**config.mk**
```make
export PLATFORM = sky130hd
export DESIGN_NAME = cba_divider
export DESIGN_NICKNAME = d
export VERILOG_FILES = /design/src/sv/cba_pkg.sv /design/src/sv/cba_divider.sv
export SDC_FILE = /design/constraint.sdc
export NUM_CORES = 1
export LEC_CHECK = 0
export CAP_MARGIN = 40
export CORE_MARGIN = 3
export CORE_UTILIZATION = 60
export DETAILED_ROUTE_END_ITERATION = 10
export DONT_BUFFER_PORTS = 1
export MAX_ROUTING_LAYER = met4
export PLACE_DENSITY = 0.76
export SYNTH_ARGS = -nofsm -noshare
export SYNTH_HDL_FRONTEND = slang
export SYNTH_SLANG_ARGS = --single-unit
```
**constraint.sdc**
```tcl
create_clock -name clk -period 3.6 [get_ports clk]
set_clock_uncertainty 0.15 [all_clocks]
set_input_delay 0.9 -clock clk [delete_from_list [all_inputs] [get_ports clk]]
set_output_delay 0.9 -clock clk [all_outputs]
set_load 0.02 [all_outputs]
```
**src/sv/cba_pkg.sv**
```systemverilog
// Shared types and codes of the contiguous block allocator.
package cba_pkg;

	localparam int SIZE_W   = 24;
	localparam int BYTES_W  = 16;
	localparam int ID_W     = 16;
	localparam int NEED_W   = SIZE_W + 1;
	localparam int STATUS_W = 3;

	localparam logic CMD_CREATE = 1'b0;
	localparam logic CMD_DELETE = 1'b1;

	localparam logic [STATUS_W-1:0] ST_CREATED    = 3'd0;
	localparam logic [STATUS_W-1:0] ST_NO_SPACE   = 3'd1;
	localparam logic [STATUS_W-1:0] ST_DELETED    = 3'd2;
	localparam logic [STATUS_W-1:0] ST_NOT_FOUND  = 3'd3;
	localparam logic [STATUS_W-1:0] ST_TABLE_FULL = 3'd4;

	localparam logic [15:0] BLOCK_BYTES_RST   = 16'd512;
	localparam logic [8:0]  BLOCKS_IN_USE_RST = 9'd256;

	typedef enum logic [3:0] {
		S_CLEAR,
		S_IDLE,
		S_DIV,
		S_SCAN_RD,
		S_SCAN_CHK,
		S_MARK,
		S_TWR,
		S_FIND_RD,
		S_FIND_CHK,
		S_FREE,
		S_SHIFT_RD,
		S_SHIFT_WR,
		S_RESP
	} state_t;

	typedef struct packed {
		logic               start;
		logic [SIZE_W-1:0]  dividend;
		logic [BYTES_W-1:0] divisor;
	} div_req_t;

	typedef struct packed {
		logic              done;
		logic [SIZE_W-1:0] quotient;
		logic              rem_nz;
	} div_rsp_t;

endpackage

```
**src/sv/cba_divider.sv**
```systemverilog
// Restoring divider, one quotient bit per cycle, for rounding sizes up to blocks.
module cba_divider (
	input  logic              clk,
	input  logic              arst_n,
	input  cba_pkg::div_req_t req,
	output cba_pkg::div_rsp_t rsp
);
	import cba_pkg::*;

	localparam int CNT_W = $clog2(SIZE_W + 1);

	logic [BYTES_W:0]   rem_q;
	logic [SIZE_W-1:0]  quo_q;
	logic [BYTES_W-1:0] dvs_q;
	logic [CNT_W-1:0]   cnt_q;
	logic               busy_q;
	logic               done_q;
	logic [BYTES_W:0]   trial;
	logic [BYTES_W:0]   diff;

	assign trial = {rem_q[BYTES_W-1:0], quo_q[SIZE_W-1]};
	assign diff  = trial - {1'b0, dvs_q};

	always_ff @(posedge clk or negedge arst_n) begin
		if (!arst_n) begin
			busy_q <= 1'b0;
			done_q <= 1'b0;
			cnt_q  <= '0;
		end else begin
			done_q <= 1'b0;
			if (req.start) begin
				busy_q <= 1'b1;
				cnt_q  <= CNT_W'(SIZE_W);
			end else if (busy_q) begin
				cnt_q <= cnt_q - 1'b1;
				if (cnt_q == CNT_W'(1)) begin
					busy_q <= 1'b0;
					done_q <= 1'b1;
				end
			end
		end
	end

	always_ff @(posedge clk) begin
		if (req.start) begin
			rem_q <= '0;
			quo_q <= req.dividend;
			dvs_q <= req.divisor;
		end else if (busy_q) begin
			if (!diff[BYTES_W]) begin
				rem_q <= diff;
				quo_q <= {quo_q[SIZE_W-2:0], 1'b1};
			end else begin
				rem_q <= trial;
				quo_q <= {quo_q[SIZE_W-2:0], 1'b0};
			end
		end
	end

	assign rsp.done     = done_q;
	assign rsp.quotient = quo_q;
	assign rsp.rem_nz   = (rem_q != '0);

endmodule

```
==> results.md, run 1 <==
- Status: completed
- Share of cells above drive strength 1: 16.4%
- GP Congestion: about 0.9
- Yosys reg bits: 64
- Critical path class: flip-flop to flip-flop
- Vias in the first global route: approximately 2300
- Predominant post-synthesis flop cell: edfxtp_1
- Distinct cell type count after synthesis: slightly below 50
- Die ar.: roughly 6700 um^2
- Pin count of the biggest net entering global routing: 68
- Leading area contributor after synthesis: edfxtp_1
- Slew Viols, Final: 0
- Clk sinks: 64
- F_max: a little over 0.3 GHz
- Mapped cell area: roughly 3400 um^2
- Fin Hold WS: between 0.08 and 0.09 ns
- Clock buffer depth: 2
- Buffers plus inverters on the worst setup path: 2
- Commonest cells post-synth: 40 x edfxtp_1, 25 x nor2_1, 24 x mux2_2
- CP Cell Sequence: inv_1 > ha_1 > fa_1 > nand2b_1 > a21oi_1 > o21ai_1 > a31oi_2 > o211ai_1 > nand2_1 > ha_1 > inv_2 > and3_1 > a21oi_1 > or2_2 > o31ai_1
- CTS root buffer: clkbuf_8
- Die Y: between 80 and 90 um
- Ranking of synthesized cells by area: edfxtp_1 35%, dfxtp_1 9.9%, mux2_2 7.9%
- Grt total ovfl: 0
- Antenna violations before repair: 0
- CP Capture Type: flip-flop
- Final critical-path required period: around 3.2 ns
- IO Count: approximately 70
- EDFF count, synth: 40
- Nets@finish: about 380
- Diode count: 0
- Period utilization: between 80% and 90%
- TritonCTS buffer count: 9
- First-pass GRT wire length: about 11000 um
- H-tree depth: 3
- Hold_buf cts: 0
- Startpoint types: flip-flop
- Post-synth ARST share: 10.9%
- Number of DRC markers in iteration 0: ~190
- Register area share after synthesis: about half
- Slowest CP cell: fa_1
- Crit path max-delay family: adder cells
- CP Data Arrival Time: ~3.3 ns
- Yosys warns: 0
- Post-synthesis average cell area: approximately 11 um^2
- Via count: 2385
- Hold Vio Cnt, Final: 0
- Peak VDD IR: between 0.3 and 0.4 mV
- Cell depth of the worst flop-to-flop path: 15
- Worst-margin pin slew: approximately 0.56 ns
- RSZ-0062 raised after global routing: false
- GRT Overall Usage: between 20% and 30%
- WP depth: 15
- Slew headroom: between 60% and 70%
- DR vias/cell: 6.07
- Synth-to-Final Area Change: 9.08%
- Worst-Skew Late Latency: roughly 0.35 ns
- Design area: 3740 um^2
- Final ANT Viol Nets: 0
- Setup TNS Final: 0 ns
- Final Routed Wirelength: slightly below 7000 um
- Req. time, crit path: 3.71 ns
- Routed len/inst: about 18 um
- Die X: roughly 82 um
- Cell count after synthesis: about 320
- Core area: between 5000 and 6000 um^2
- Placement Cell Area: approximately 3500 um^2
- Drt first pass iters: 4
- Leak: 1.54 nW
- Initial Util: approximately two thirds
- Max cap viols: 0
- Synthesized Nets: 380
- CTS tree: yes
- Crit path max fanout: 9
- PortBufs: 0
- Standard-cell rows: 26
- Power per Cell Area: around 760 nW/um^2
- Yosys top cell area share: between 30% and 40%
- Post-DP HPWL: 4920 um
- Cell with the most instances after synthesis: edfxtp_1
- Final setup fails: 0
- Drt drc: 0
- Power, Total: about 0.0028 W
- Max incr delay on CP: 0.42 ns
- Hold crit path type: input port to asynchronous set/reset pin
- Worst-path clk slew: about 0.080 ns
==> state kept, by name, summed over array words and instances, names as in the netlist <==
name	flops
quo_q	24
cnt_q	5
rem_q	17
dvs_q	16
busy_q	1
done_q	1
==> stage by stage <==
step           utilization [%]  instances  setup WS [ns]
3_3_place_gp              65.9        377          0.386
3_5_place_dp              65.9        377          0.300
2_1_floorplan                -        317          0.191
4_1_cts                   70.5        393          0.264
6_report                  70.6        393          0.362
5_1_grt                   70.6        393         0.0662
==> worst paths after layout <==
| check | slack, ns | from | endpoint |
|---|---|---|---|
| worst max-delay path | 0.36 | quo_q[23] | rem_q[14] |
| worst min-delay path | 0.09 | arst_n | cnt_q[1] |
| worst max register to register | 0.36 | quo_q[23] | rem_q[14] |
| worst min register to register | 0.36 | rem_q[16] | rem_q[16] |
| max in group asynchronous | 3.14 | arst_n | busy_q |
| min in group clk | 0.36 | rem_q[16] | rem_q[16] |
==> placed cells by master (no fill, tap or decap), types with 4 or more instances in the layout <==
cell type / instances
edfxtp_1: 40
nor2_1: 25
mux2_2: 24
inv_1: 22
a21oi_1: 19
ha_1: 19
dfxtp_1: 17
nand2_1: 13
xnor2_1: 9
nor3_1: 9
clkbuf_8: 9
a211oi_1: 8
o21ai_1: 8
o21a_1: 7
dfrtp_1: 7
a21o_1: 5
nand2b_1: 5
o21ai_0: 5
o211ai_1: 4
or2_2: 4
nor4_1: 4
and3_1: 4
buf_4: 4
==> per-layer routing <==
| metal | wire (um) | GRT usage (%) |
|---|---|---|
| met1 | 3160 | 30.0 |
| met2 | 3370 | 34.8 |
| met3 | 324 | 8.00 |
| met4 | 100 | 7.97 |
| met5 | 0 | - |
==> report_power, final <==
group          switching [W]  total, W  internal (W)
logic               0.000551  0.000998      0.000448
registers           0.000165   0.00109      0.000921
clock network       0.000293  0.000758      0.000465
total                0.00101   0.00284       0.00183
==> logic make-up after synthesis <==
kind of cell	after synthesis	share of synthesized area (%)
and+or+nand+nor	81	12.1
AOI/OAI and AO/OA	76	14.5
DFF	64	50.0
buffers and inverters	38	4.27
muxes	27	8.75
adders and majority gates	20	7.51
xor gates and xnor gates	11	2.81
==> cell type report <==
cell class	instances	area [um^2]
multi-input cells	215	1580
flip-flops and latches	64	1720
repair buffers	4	30.0
fillers	378	1560
clock buffers	10	128
inverters	24	90.1
clock inverters	6	116
well taps	70	87.6
==> what timing repair did <==
action                                  4_1_cts  5_1_grt
buffers inserted                              0        0
endpoints found under the hold margin         0        0
resized for setup                             0        2
endpoints found under the setup margin        0        7
(Power assumes the default switching activity.)
==> run 2, diff against run 1 <==
--- a/config.mk
+++ b/config.mk
@@ -7,11 +7,11 @@
 export LEC_CHECK = 0
 export CAP_MARGIN = 40
 export CORE_MARGIN = 3
-export CORE_UTILIZATION = 60
+export CORE_UTILIZATION = 57
 export DETAILED_ROUTE_END_ITERATION = 10
 export DONT_BUFFER_PORTS = 1
 export MAX_ROUTING_LAYER = met4
-export PLACE_DENSITY = 0.76
+export PLACE_DENSITY = 0.75
 export SYNTH_ARGS = -nofsm -noshare
 export SYNTH_HDL_FRONTEND = slang
 export SYNTH_SLANG_ARGS = --single-unit
==> constraint.sdc (replaced) <==
create_clock -name clk -period 2.9 [get_ports clk]
set_clock_uncertainty 0.15 [all_clocks]
set_input_delay 0.725 -clock clk [delete_from_list [all_inputs] [get_ports clk]]
set_output_delay 0.725 -clock clk [all_outputs]
set_load 0.02 [all_outputs]
==> results.md, run 2 (synthesis results as in run 1) <==
- Status: completed (unchanged)
- Commonest non-fill, non-tap cell in the layout: edfxtp_1 (unchanged)
- Worst-path clk slew: 0.08 ns (about the same)
- CP Cell Sequence: ha_4 > fa_2 > nand2b_4 > a21oi_4 > o21ai_2 > a31oi_2 > o211ai_1 > nand2_1 > ha_4 > buf_6 > or3_1 > o21ai_1 > a211oi_1 (was inv_1 > ha_1 > fa_1 > nand2b_1 > a21oi_1 > o21ai_1 > a31oi_2 > o211ai_1 > nand2_1 > ha_1 > inv_2 > and3_1 > a21oi_1 > or2_2 > o31ai_1)
- Initial Util: 60.5% (was 64.7%)
- Routed len/inst: 17.2 um (was 17.7 um)
- GRT Overall Usage: 20.8% (was 23.4%)
- Clk sinks: 64 (unchanged)
- Final setup fails: 0 (unchanged)
- Period utilization: 96.9% (was 89.9%)
- Startpoint types: flip-flop (unchanged)
- Final Routed Wirelength: 7230 um (was 6950 um)
- Hold crit path type: input port to flip-flop (was input port to asynchronous set/reset pin)
- Pin count of the biggest net entering global routing: 68 (unchanged)
- Biggest regs: quo_q x24, rem_q x17, dvs_q x16 (unchanged)
- DR vias/cell: 6.03 (was 6.07)
- Most flops, register: quo_q (unchanged)
- Die X: 83.6 um (was 81.6 um)
- Critical path class: flip-flop to flip-flop (unchanged)
- Drt drc: 0 (unchanged)
- CP Capture Type: flip-flop (unchanged)
- Grt total ovfl: 0 (unchanged)
- Req. time, crit path: 2.98 ns (was 3.71 ns)
- Max reg flops: 24 (unchanged)
- Drt first pass iters: 4 (unchanged)
- Post-DP HPWL: 5200 um (was 4920 um)
- Number of DRC markers in iteration 0: 169 (was 185)
- GP Congestion: 0.913 (was 0.925)
- H-tree depth: 3 (unchanged)
- Slew Viols, Final: 0 (unchanged)
- IO Count: 69 (unchanged)
- Final critical-path required period: 2.81 ns (was 3.24 ns)
- Core area: 5680 um^2 (was 5300 um^2)
- Critical Path Most Common Cell: ha_4
- Area taken by multi-input logic gates: 1700 um^2 (was 1580 um^2)
- Power per Cell Area: 929 nW/um^2 (was 759 nW/um^2)
- CTS root buffer: clkbuf_8 (unchanged)
- Power, Total: 0.00376 W (was 0.00284 W)
- RSZ-0062 raised after global routing: true (was false)
- Setup TNS Final: 0 ns (unchanged)
- Leak: 1.66 nW (was 1.54 nW)
- Fin Hold WS: 0.320 ns (was 0.0896 ns)
- Worst-Skew Late Latency: 0.34 ns (was 0.35 ns)
- Crit path max-delay family: adder cells (unchanged)
- Antenna violations before repair: 0 (unchanged)
- Crit path max fanout: 8 (was 9)
- Clock buffer depth: 2 (unchanged)
- Hold Vio Cnt, Final: 0 (unchanged)
- Vias in the first global route: 2409 (was 2267)
- Die ar.: 6990 um^2 (was 6660 um^2)
- Slowest CP cell: edfxtp_1 (was fa_1)
- Buffers plus inverters on the worst setup path: 1 (was 2)
- Most frequent cells in the layout: 40 x edfxtp_1, 24 x nor2_1, 24 x buf_4, 23 x mux2_2, 21 x inv_1 (was 40 x edfxtp_1, 25 x nor2_1, 24 x mux2_2, 22 x inv_1)
- Slew headroom: 58.5% (was 62.7%)
- Seq. cell area: 1720 um^2 (unchanged)
- Via count: 2526 (was 2385)
- CP Data Arrival Time: 2.89 ns (was 3.34 ns)
- TritonCTS buffer count: 9 (unchanged)
- Peak VDD IR: 0.509 mV (was 0.392 mV)
- Max cap viols: 0 (unchanged)
- CTS tree: yes (unchanged)
- Die Y: 83.6 um (was 81.6 um)
- Diode count: 0 (unchanged)
- Nets@finish: 405 (was 381)
- Max incr delay on CP: 0.42 ns (about the same)
- Synth-to-Final Area Change: 17.8% (was 9.08%)
- PortBufs: 0 (unchanged)
- Share of cells above drive strength 1: 27.1% (was 16.4%)
- F_max: 0.356 GHz (was 0.309 GHz)
- Standard-cell rows: 27 (was 26)
- Final ANT Viol Nets: 0 (unchanged)
- First-pass GRT wire length: 11200 um (was 11100 um)
- Fill cells: 371 (was 378)
- Worst-margin pin slew: 0.623 ns (was 0.560 ns)
run 2: cell type report:
type,instances,share of cell area [%]
Sequential cell,64,42.5
Multi-Input combinational cell,215,41.9
Timing Repair Buffer,27,5.48
Clock buffer,9,3.06
Clock inverter,7,2.38
Inverter,24,2.35
Tap cell,72,2.23
Timing Repair inverter,1,0.0929
run 2: metal layers:
metal	GRT usage, %	wire (um)
met2	33.0	3620
met3	5.13	439
met5	-	0
met1	24.6	2980
met4	10.7	187
run 2: worst paths after layout:
| path | startpoint | endpoint | slack, ns | cells after the start |
|---|---|---|---|---|
| setup / recovery | dvs_q[0] | rem_q[10] | 0.09 | 13 |
| hold / removal | req[15] | dvs_q[15] | 0.32 | 0 |
| setup reg to reg | dvs_q[0] | rem_q[10] | 0.09 | 13 |
| hold reg to reg | rem_q[16] | rem_q[16] | 0.37 | 2 |
| max in group asynchronous | arst_n | busy_q | 1.79 | 1 |
| min in group asynchronous | arst_n | cnt_q[4] | 0.56 | 1 |
run 2: metrics by stage:
| step | utilization, % | setup WS (ns) | std cells | area [um^2] |
|---|---|---|---|---|
| floorplan | - | -0.0629 | 317 | 3500 |
| global placement | 64.8 | 0.0388 | 395 | 3680 |
| detailed placement | 64.8 | -0.0150 | 395 | 3680 |
| CTS | 69.6 | 0.00394 | 415 | 3950 |
| global route | 71.2 | -0.0591 | 419 | 4040 |
| finish | 71.2 | 0.0899 | 419 | 4040 |
run 2: report_power, final:
part           leakage [nW]  total (W)  switching, W  internal [W]
combinational         0.927    0.00157      0.000802      0.000766
clock                 0.103   0.000843      0.000359      0.000483
sequential            0.631    0.00134      0.000201       0.00114
total                  1.66    0.00376       0.00136       0.00239
run 2: repair_timing:
| item | in CTS | in global routing |
|---|---|---|
| pin swaps | 1 | 10 |
| gates cloned | 1 | 0 |
| hold buffers | 1 | 0 |
| hold endpoints to repair | 7 | 0 |
| gates resized for setup | 3 | 14 |
| setup endpoints to repair | 4 | 14 |
| buffers inserted | 2 | 4 |
