File: src/sv/cba_ram.sv
// Generic single-write, single-read RAM with registered read data.
module cba_ram #(
	parameter int WIDTH = 8,
	parameter int DEPTH = 16
) (
	input  logic                     clk,
	input  logic                     we,
	input  logic [$clog2(DEPTH)-1:0] waddr,
	input  logic [WIDTH-1:0]         wdata,
	input  logic [$clog2(DEPTH)-1:0] raddr,
	output logic [WIDTH-1:0]         rdata
);

	logic [WIDTH-1:0] mem [DEPTH];

	always_ff @(posedge clk) begin
		if (we) begin
			mem[waddr] <= wdata;
		end
		rdata <= mem[raddr];
	end

endmodule

File: config.mk
export PLATFORM = sky130hd
export DESIGN_NAME = cba_ram
export DESIGN_NICKNAME = d
export VERILOG_FILES = /design/src/sv/cba_ram.sv
export SDC_FILE = /design/constraint.sdc
export NUM_CORES = 1
export LEC_CHECK = 0
export ABC_AREA = 1
export BUFFER_PORTS_ARGS = -buffer_cell sky130_fd_sc_hd__buf_4
export CAP_MARGIN = 20
export CORE_MARGIN = 10
export CORE_UTILIZATION = 50
export CTS_CLUSTER_DIAMETER = 50
export DETAILED_ROUTE_END_ITERATION = 12
export PLACE_DENSITY = 0.67
export SLEW_MARGIN = 40
export SYNTH_ARGS = -nofsm -noshare
export SYNTH_HDL_FRONTEND = slang
export SYNTH_SLANG_ARGS = --single-unit
File: constraint.sdc
create_clock -name clk -period 1.3 [get_ports clk]
set_input_delay 0.195 -clock clk [delete_from_list [all_inputs] [get_ports clk]]
set_output_delay 0.195 -clock clk [all_outputs]
set_load 0.01 [all_outputs]
==> results of run 1 <==
[cells in the final DEF, fill, tap and decap left out]
cell type,count
nand2_1,173
dfxtp_1,8
inv_2,2
clkinvlp_4,1
buf_4,49
nand3b_1,2
clkinv_2,6
edfxtp_1,128
buf_12,3
clkbuf_8,1
inv_1,100
bufinv_16,3
nand3_1,97
clkbuf_1,4
clkbuf_16,17
nor2_1,17
[state kept, by name, summed over array words and instances (netlist names)]
signal	count
rdata	8
mem	128
[layout make-up]
class	count	area, um^2	share of cell area [%]
clock inverters	10	127.6	1.880
flip-flops and latches	136	4004	58.98
well taps	143	178.9	2.635
repair buffers	52	427.9	6.303
inverters	102	382.9	5.640
clock buffers	22	454.2	6.690
multi-input cells	289	1214	17.88
[synthesized netlist by cell type]
master	n	share of area, %
buf_1	1	0.065
buf_2	13	1.1
buf_4	4	0.52
buf_6	6	1.2
dfxtp_1	8	2.8
edfxtp_1	128	67
inv_1	100	6.5
inv_2	2	0.13
nand2_1	173	11
nand3_1	97	8.4
nand3b_1	2	0.26
nor2_1	17	1.1
[cells by family after synthesis]
| kind of cell | after synthesis | share of synthesized area [%] |
|---|---|---|
| buffers and inverters | 126 | 9.525 |
| flip-flops | 136 | 69.43 |
| AND/OR/NAND/NOR | 289 | 21.05 |
[per-layer routing]
| metal | part of all wire (%) | up-vias | track usage (%) | wire length [um] |
|---|---|---|---|---|
| li1 | - | 1867 | - | - |
| met1 | 42 | 1812 | 20.89 | 5412 |
| met2 | 47 | 149 | 25.29 | 6084 |
| met4 | 3.0 | 0 | 7.368 | 384 |
| met3 | 7.5 | 29 | 4.880 | 969 |
| met5 | 0 | - | 0 | 0 |
[worst min-delay path: stages]
cell and delay [ps]:
buf_4 150, nand3_1 90, nand2_1 60
[through the flow]
step / instance area [um^2] / util, % / hold WS (ps) / total power, mW / std cells
after floorplan: 5767 / - / 293.9 / 5.377 / 551
after detailed placement: 6207 / 54.59 / 515.3 / 5.676 / 722
final: 6789 / 59.71 / 104.7 / 10.31 / 754
after CTS: 6789 / 59.71 / 85.36 / 10.37 / 754
after global placement: 6207 / 54.59 / 519.8 / 5.662 / 722
after global routing: 6789 / 59.71 / 90.09 / 10.64 / 754
[how the worst max path moves through the flow]
| stage | endpoint | slack [ps] | cells after the start |
|---|---|---|---|
| 3_5_place_dp | rdata[5]$_DFF_P_ | 8 | 7 |
| 2_1_floorplan | mem[10][0]$_DFFE_PP_ | 150 | 2 |
| 6_report | rdata[0] | 130 | 1 |
| 4_1_cts | rdata[0] | 140 | 1 |
| 3_3_place_gp | rdata[0]$_DFF_P_ | 40 | 7 |
| 5_1_grt | rdata[0] | 130 | 1 |
[power by group through the flow]
stage          combinational, mW  sequential [mW]  clock, mW
2_1_floorplan              0.346             5.03          0
3_3_place_gp               0.639             5.02          0
3_5_place_dp               0.649             5.03          0
4_1_cts                    0.657             4.94       4.78
5_1_grt                    0.724             4.94       4.97
6_report                   0.655             4.94       4.72
==> results_dict.tcl, run 1 <==
set metrics [dict create \
    status "finished clean" \
    grt_usage_pct 16.38 \
    fp-row-count 39 \
    power_frac_comb_pct 6.3 \
    synth.distinct_cells 12 \
    max_freq_ghz 0.8578 \
    setup_ws_ps 134.3 \
    path_cells "buf_4" \
    drt.antenna.violating_nets 0 \
    grt_start_max_net_pins 33 \
    ctsResizeCount 0 \
    maxCapViolations 0 \
    finalSetupTns_ps 0 \
    start_util_pct 50.72 \
    hp-start "raddr[3]" \
    fp.coreArea_um2 11370 \
    vias 3857 \
    tightest_slew_ps 334.3 \
    nFillCells 929 \
    critPathMaxStageDelay_ps 400 \
    cp_top_family "flip-flops" \
    syn_inst 551 \
    dp_hpwl_um 8122 \
    synth_area_um2 5767 \
    worstPathArrival_ps 970 \
    worst_ir_drop_vdd_mv 0.8612 \
    power_density_nw_per_um2 1519 \
    path_clk_slew_ps 50 \
    vias_per_cell 5.115 \
    seq_power_share_pct 47.9 \
    grt_pass1_vias 3727 \
    crit_start "rdata[0]$_DFF_P_" \
    p_sw_mw 2.146 \
    first_pass_iters 5 \
    cts_buffers 17 \
    worst-path-max-fanout 1 \
    period_share_pct 89.67 \
    dieWidth_um 127.4 \
    timing.rr.end "rdata[3]$_DFF_P_" \
    die_area_um2 16230 \
    numClockSinks 136 \
    wl_um 12850 \
    postCtsSetupBuffers 0 \
    setup_violations 0 \
    pwr-share-clk_pct 45.8 \
    critPathLaunchType "flip-flop" \
    drcViolationCount 0 \
    worst-setup-path-type "reg2out" \
    antenna_found_initial 0 \
    routabilityCongestion 0.8255 \
    synth_warnings 0 \
    cp.required_ps 1110 \
    swShare_pct 20.80 \
    rr_startpoint "mem[3][3]$_DFFE_PP_" \
    drive_above_1_share_pct 13.42 \
    rsz0062_at_grt "no" \
    areaGrowthSynthToFinish_pct 17.73 \
    min_to "rdata[6]$_DFF_P_" \
    p_leak_nw 2.977 \
    end_kind "primary output" \
    holdPathStages 3 \
    synth-seq-cells 136 \
    ctsRootBufferMaster "clkbuf_16" \
    yosysSeqAreaShare_pct 69.43 \
    antennaDiodeCount 0 \
    portBuffers 25 \
    hold_violations 0 \
    dr.first_iter.drc_count 531 \
    dp_slack_ps 8.013 \
    die_h_um 127.4 \
    hp-class "in2reg" \
    cpMaxStageDelayCell "dfxtp_1" \
    grt_first_pass_wirelength_um 20400 \
    period_needed_ps 1166 \
    insertion_delay_ps 420 \
    relSlewSlack_pct 77.71 \
    fin_skew_ps 8.384 \
    clockBufferDepth 2 \
    path_buf_inv 1 \
    ff2ff_path_depth 6 \
    drv_slew 0 \
    postSynthAreaPerCell_um2 10.47 \
    io_pins 26 \
    synth_nets 569 \
    ctsHoldBuffers 0 \
    ff2ff_setup_slack_ps 280 \
    ctsHtreeMaxLevel 4 \
    nets 616 \
    cts_tree "done" \
    grt.overflow.total 0 \
    p_int_mw 8.169 \
    avgRoutedWirePerCell_um 17.04 \
]
(Power assumes the default switching activity.)
==> run 2, diff against run 1 <==
PLACE_DENSITY = 0.7   (was 0.67)
clock period = 1 ns   (was 1.3 ns; I/O delays follow)
==> results_dict.tcl, run 2 (synthesis results as in run 1) <==
set metrics [dict create \
    avgRoutedWirePerCell_um 17.48 \
    die_h_um 127.4 \
    worst-path-max-fanout 1 \
    fp-row-count 39 \
    grt.overflow.total 0 \
    die_area_um2 16230 \
    worst_ir_drop_vdd_mv 1.102 \
    dr.first_iter.drc_count 379 \
    tightest_slew_ps 481.5 \
    vias_per_cell 5.166 \
    portBuffers 25 \
    hold_violations 0 \
    start_util_pct 50.72 \
    rsz0062_at_grt "yes" \
    maxCapViolations 0 \
    dieWidth_um 127.4 \
    finalSetupTns_ps -8.469 \
    io_pins 26 \
    gr-usage-met1_pct 21.86 \
    ctsRootBufferMaster "clkbuf_16" \
    path_buf_inv 1 \
    power_density_nw_per_um2 1938 \
    top_register "mem" \
    grt_busiest_layer "met2" \
    dp.cells 723 \
    critPathLaunchType "flip-flop" \
    final_common_cell "nand2_1" \
    cpMaxStageDelayCell "dfxtp_2" \
    wl_um 13190 \
    vias 3900 \
    drt.antenna.violating_nets 0 \
    cts_buffers 17 \
    routabilityCongestion 0.8013 \
    ctsHoldBuffers 0 \
    worstPathArrival_ps 860 \
    setup_ws_ps -8.469 \
    fp.coreArea_um2 11370 \
    insertion_delay_ps 420 \
    met3_usage_pct 4.839 \
    drcViolationCount 0 \
    status "complete, but fails checks" \
    largest_register_ffs 128 \
    violations "negative setup slack" \
    power_mw 13.82 \
    period_needed_ps 1008 \
    grt_first_pass_wirelength_um 20670 \
    drive_above_1_share_pct 22.55 \
    worst-setup-path-type "reg2out" \
    areaGrowthSynthToFinish_pct 23.65 \
    setup_violations 1 \
    path_clk_slew_ps 60 \
    cts_tree "done" \
    p_leak_nw 3.084 \
    grt_start_max_net_pins 40 \
    antenna_found_initial 0 \
    numClockSinks 136 \
    period_share_pct 100.8 \
    fin_skew_ps 13.85 \
    hp-class "in2reg" \
    dp_hpwl_um 8191 \
    drv_slew 0 \
    end_kind "primary output" \
    placed_cell_area_um2 6280 \
    first_pass_iters 5 \
    grt_usage_pct 16.60 \
    dp_slack_ps -214.7 \
    nFillCells 862 \
    cp_top_family "flip-flops" \
    nets 617 \
    cp.required_ps 850 \
    clockBufferDepth 2 \
    path_cells "buf_6" \
    ctsHtreeMaxLevel 4 \
    reg.largest.list "mem (128), rdata (8)" \
    critPathMaxStageDelay_ps 330 \
    relSlewSlack_pct 67.87 \
    stdcell_count 755 \
    max_freq_ghz 0.9916 \
    antennaDiodeCount 0 \
    grt_use_met2_pct 26.11 \
    layout_common_cells "170 x nand2_1, 128 x edfxtp_1, 100 x inv_1" \
    grt_pass1_vias 3781 \
    final_cell_area_um2 7131 \
]
run 2: metal layers:
metal	part of all wire [%]	wire length, um
met2	48	6342
met1	46	6036
met3	5.6	733
met5	0	0
met4	0.62	82
run 2: what timing repair did:
action / in CTS / in global routing
pin swaps: 0 / 16
buffers inserted: 0 / 0
gates cloned: 0 / 0
setup endpoints to repair: 12 / 16
resized for setup: 20 / 37
hold endpoints to repair: 0 / 0
run 2: tightest hold or removal path, cell delays in order:
cell     delay, ps
buf_4          160
nand3_2         80
nand2_1         40
run 2: where the power goes:
group	total, mW	internal [mW]	leakage, nW	switching [mW]
Clock	6.40	4.14	0.287	2.27
Combinational	0.992	0.364	1.57	0.629
Sequential	6.42	6.38	1.22	0.0434
run 2: final cells by class:
class / instances / area, um^2 / area share (%)
Sequential cell: 136 / 4014 / 56.29
Clock inverter: 14 / 181.4 / 2.544
Tap cell: 143 / 178.9 / 2.509
Multi-Input combinational cell: 289 / 1429 / 20.04
Clock buffer: 18 / 429.2 / 6.019
Timing Repair Buffer: 53 / 515.5 / 7.229
Inverter: 102 / 382.9 / 5.369
run 2: through the flow:
stage / hold WS, ps / utilization, %
finish: 53.46 / 62.72
global route: 67.60 / 62.72
CTS: 53.59 / 61.27
detailed placement: 488.0 / 55.23
global placement: 482.1 / 55.23
floorplan: 248.9 / -
run 2: final timing paths:
kind,from,depth (start not counted),slack [ps],to
max,rdata[7]$_DFF_P_,1,-8,rdata[7]
min,raddr[3],3,50,rdata[6]$_DFF_P_
max reg2reg,mem[1][0]$_DFFE_PP_,6,20,rdata[0]$_DFF_P_
min reg2reg,mem[10][7]$_DFFE_PP_,6,680,rdata[7]$_DFF_P_
==> run 3, diff against run 2 <==
--- a/config.mk
+++ b/config.mk
@@ -7,3 +7,2 @@
 export LEC_CHECK = 0
-export ABC_AREA = 1
 export BUFFER_PORTS_ARGS = -buffer_cell sky130_fd_sc_hd__buf_4
@@ -14,2 +13,3 @@
 export DETAILED_ROUTE_END_ITERATION = 12
+export HOLD_SLACK_MARGIN = 0.06
 export PLACE_DENSITY = 0.7
--- a/constraint.sdc
+++ b/constraint.sdc
@@ -3,2 +3,2 @@
 set_output_delay 0.15 -clock clk [all_outputs]
-set_load 0.01 [all_outputs]
+set_load 0.02 [all_outputs]
==> results_dict.tcl, run 3 <==
set metrics [dict create \
    p_sw_mw 2.722 \
    die_h_um 121.5 \
    grt.overflow.total 0 \
    vias_per_cell 5.545 \
    p_leak_nw 2.190 \
    antenna_found_initial 1 \
    setup_ws_ps -294.3 \
    numClockSinks 136 \
    drive_above_1_share_pct 46.69 \
    synth_area_leaders "edfxtp_1 75%, mux4_2 7.9%, mux4_1 7.1%" \
    layout_common_cells "128 x edfxtp_1, 32 x mux4_2, 30 x buf_4" \
    grt_usage_pct 15.55 \
    final_common_cell "edfxtp_1" \
    io_pins 26 \
    ctsHtreeMaxLevel 4 \
    cts_tree "done" \
    synth_nets 247 \
    postCtsSetupBuffers 0 \
    critPathLaunchType "flip-flop" \
    reg.largest.list "mem (128), rdata (8)" \
    post-route-util_pct 66.83 \
    synth_warnings 0 \
    p_int_mw 9.817 \
    ctsRootBufferMaster "clkbuf_8" \
    postSynthAreaPerCell_um2 22.48 \
    fin_skew_ps 7.483 \
    grt_start_max_net_pins 18 \
    period_needed_ps 1294 \
    power_density_nw_per_um2 1893 \
    status "complete, but fails checks" \
    power_mw 12.54 \
    hold_violations 0 \
    grt_first_pass_wirelength_um 16410 \
    pwr-share-clk_pct 41.7 \
    multiInputGateArea_um2 1140 \
    nets 322 \
    first_pass_iters 4 \
    wl_um 10550 \
    violations "negative setup slack" \
    synth_edf_count 128 \
    synth_common_cells "128 x edfxtp_1, 18 x mux4_2, 16 x a22oi_1" \
    maxCapViolations 0 \
    grt_pass1_vias 2775 \
    cts_buffers 17 \
    synth-seq-cells 136 \
    setup_violations 16 \
    areaGrowthSynthToFinish_pct 28.66 \
    avgRoutedWirePerCell_um 23.39 \
    dp_hpwl_um 6718 \
    seq_power_share_pct 51.3 \
    start_util_pct 51.94 \
    synth_top_area_cell "edfxtp_1" \
    power_frac_comb_pct 7.0 \
    end_kind "flip-flop" \
    yosysSeqAreaShare_pct 77.78 \
    synth.distinct_cells 19 \
    drv_slew 0 \
    max_freq_ghz 0.7726 \
    drt.antenna.violating_nets 0 \
    die_area_um2 14750 \
    vias 2501 \
    largest_register_ffs 128 \
    top_register "mem" \
    regArea_um2 4014 \
    period_share_pct 129.4 \
    fp-row-count 36 \
    insertion_delay_ps 520 \
    worst_ir_drop_vdd_mv 0.8618 \
    tightest_slew_ps 829.5 \
    synth.most_common_cell "edfxtp_1" \
    routabilityCongestion 0.7540 \
    syn_inst 229 \
    dieWidth_um 121.5 \
    relSlewSlack_pct 44.59 \
    hp-class "in2reg" \
    synth_area_um2 5147 \
    drcViolationCount 0 \
    nFillCells 644 \
    worst-path-max-fanout 1 \
    clockBufferDepth 2 \
    dr.first_iter.drc_count 216 \
    synthFlopType "edfxtp_1" \
    cp.required_ps 1400 \
    worst-setup-path-type "reg2reg" \
    yosysTopAreaCellShare_pct 74.67 \
    synth-async-reset-ratio_pct 0 \
    rsz0062_at_grt "yes" \
    fp.coreArea_um2 9910 \
    path_clk_slew_ps 60 \
    portBuffers 25 \
    worstPathArrival_ps 1690 \
    swShare_pct 21.71 \
]
run 3: power by group through the flow:
stage	Sequential [mW]	Combinational (mW)	Clock, mW
global placement	6.53	0.799	0
CTS	6.44	0.889	5.33
detailed placement	6.54	0.819	0
finish	6.44	0.879	5.22
floorplan	6.57	0.374	0
global route	6.44	0.938	5.59
run 3: per-stage QoR:
stage          instance area (um^2)  setup slack, ps  hold slack, ps  setup TNS, ps  cells
3_5_place_dp                   5969           -566.2           461.3         -41660    411
3_3_place_gp                   5969           -556.2           451.4         -39940    411
6_report                       6623           -294.3           129.6          -3067    451
2_1_floorplan                  5230           -253.0           248.9         -17060    229
4_1_cts                        6611           -294.2           152.0          -3415    450
5_1_grt                        6623           -345.9           155.2          -3694    451
run 3: worst max-delay path: stages (launching register included):
cell and delay, ps:
edfxtp_1 350, mux4_2 480, a22oi_2 250, nand2_1 100
run 3: metal layers:
layer	routed length (um)	GRT usage, %	vias to the layer above
met4	237	6.632	0
met3	832	5.351	23
li1	-	-	1112
met1	4171	19.09	1276
met5	0	0	-
met2	5309	24.56	90
run 3: cell type report:
type	instances	area share (%)
Antenna cell	1	0.03779
Clock buffer	18	6.310
Clock inverter	14	1.304
Multi-Input combinational cell	83	17.21
Sequential cell	136	60.61
Tap cell	133	2.513
Timing Repair Buffer	66	12.02
run 3: path summary, 6_finish.rpt:
path | start | end | slack, ps | cells after the start
worst max-delay path | mem[3][0]$_DFFE_PP_ | rdata[0]$_DFF_P_ | -290 | 3
worst min register to register | mem[6][7]$_DFFE_PP_ | rdata[7]$_DFF_P_ | 680 | 3
worst max register to register | mem[3][0]$_DFFE_PP_ | rdata[0]$_DFF_P_ | -290 | 3
worst min-delay path | raddr[3] | rdata[7]$_DFF_P_ | 130 | 4
run 3: what timing repair did:
item	4_1_cts	5_1_grt
hold endpoints to repair	128	0
pin swaps	2	0
hold buffers	8	0
gates resized for setup	22	2
setup endpoints to repair	16	16
run 3: cell families (layout without fill, tap and decap cells):
family	Yosys count	count (layout)	synth area share, %
buf+inv	10	98	1.677
mux	32	32	15.02
flops	136	136	77.78
other cells	0	1	0
simple gates	35	35	3.184
compound gates	16	16	2.334
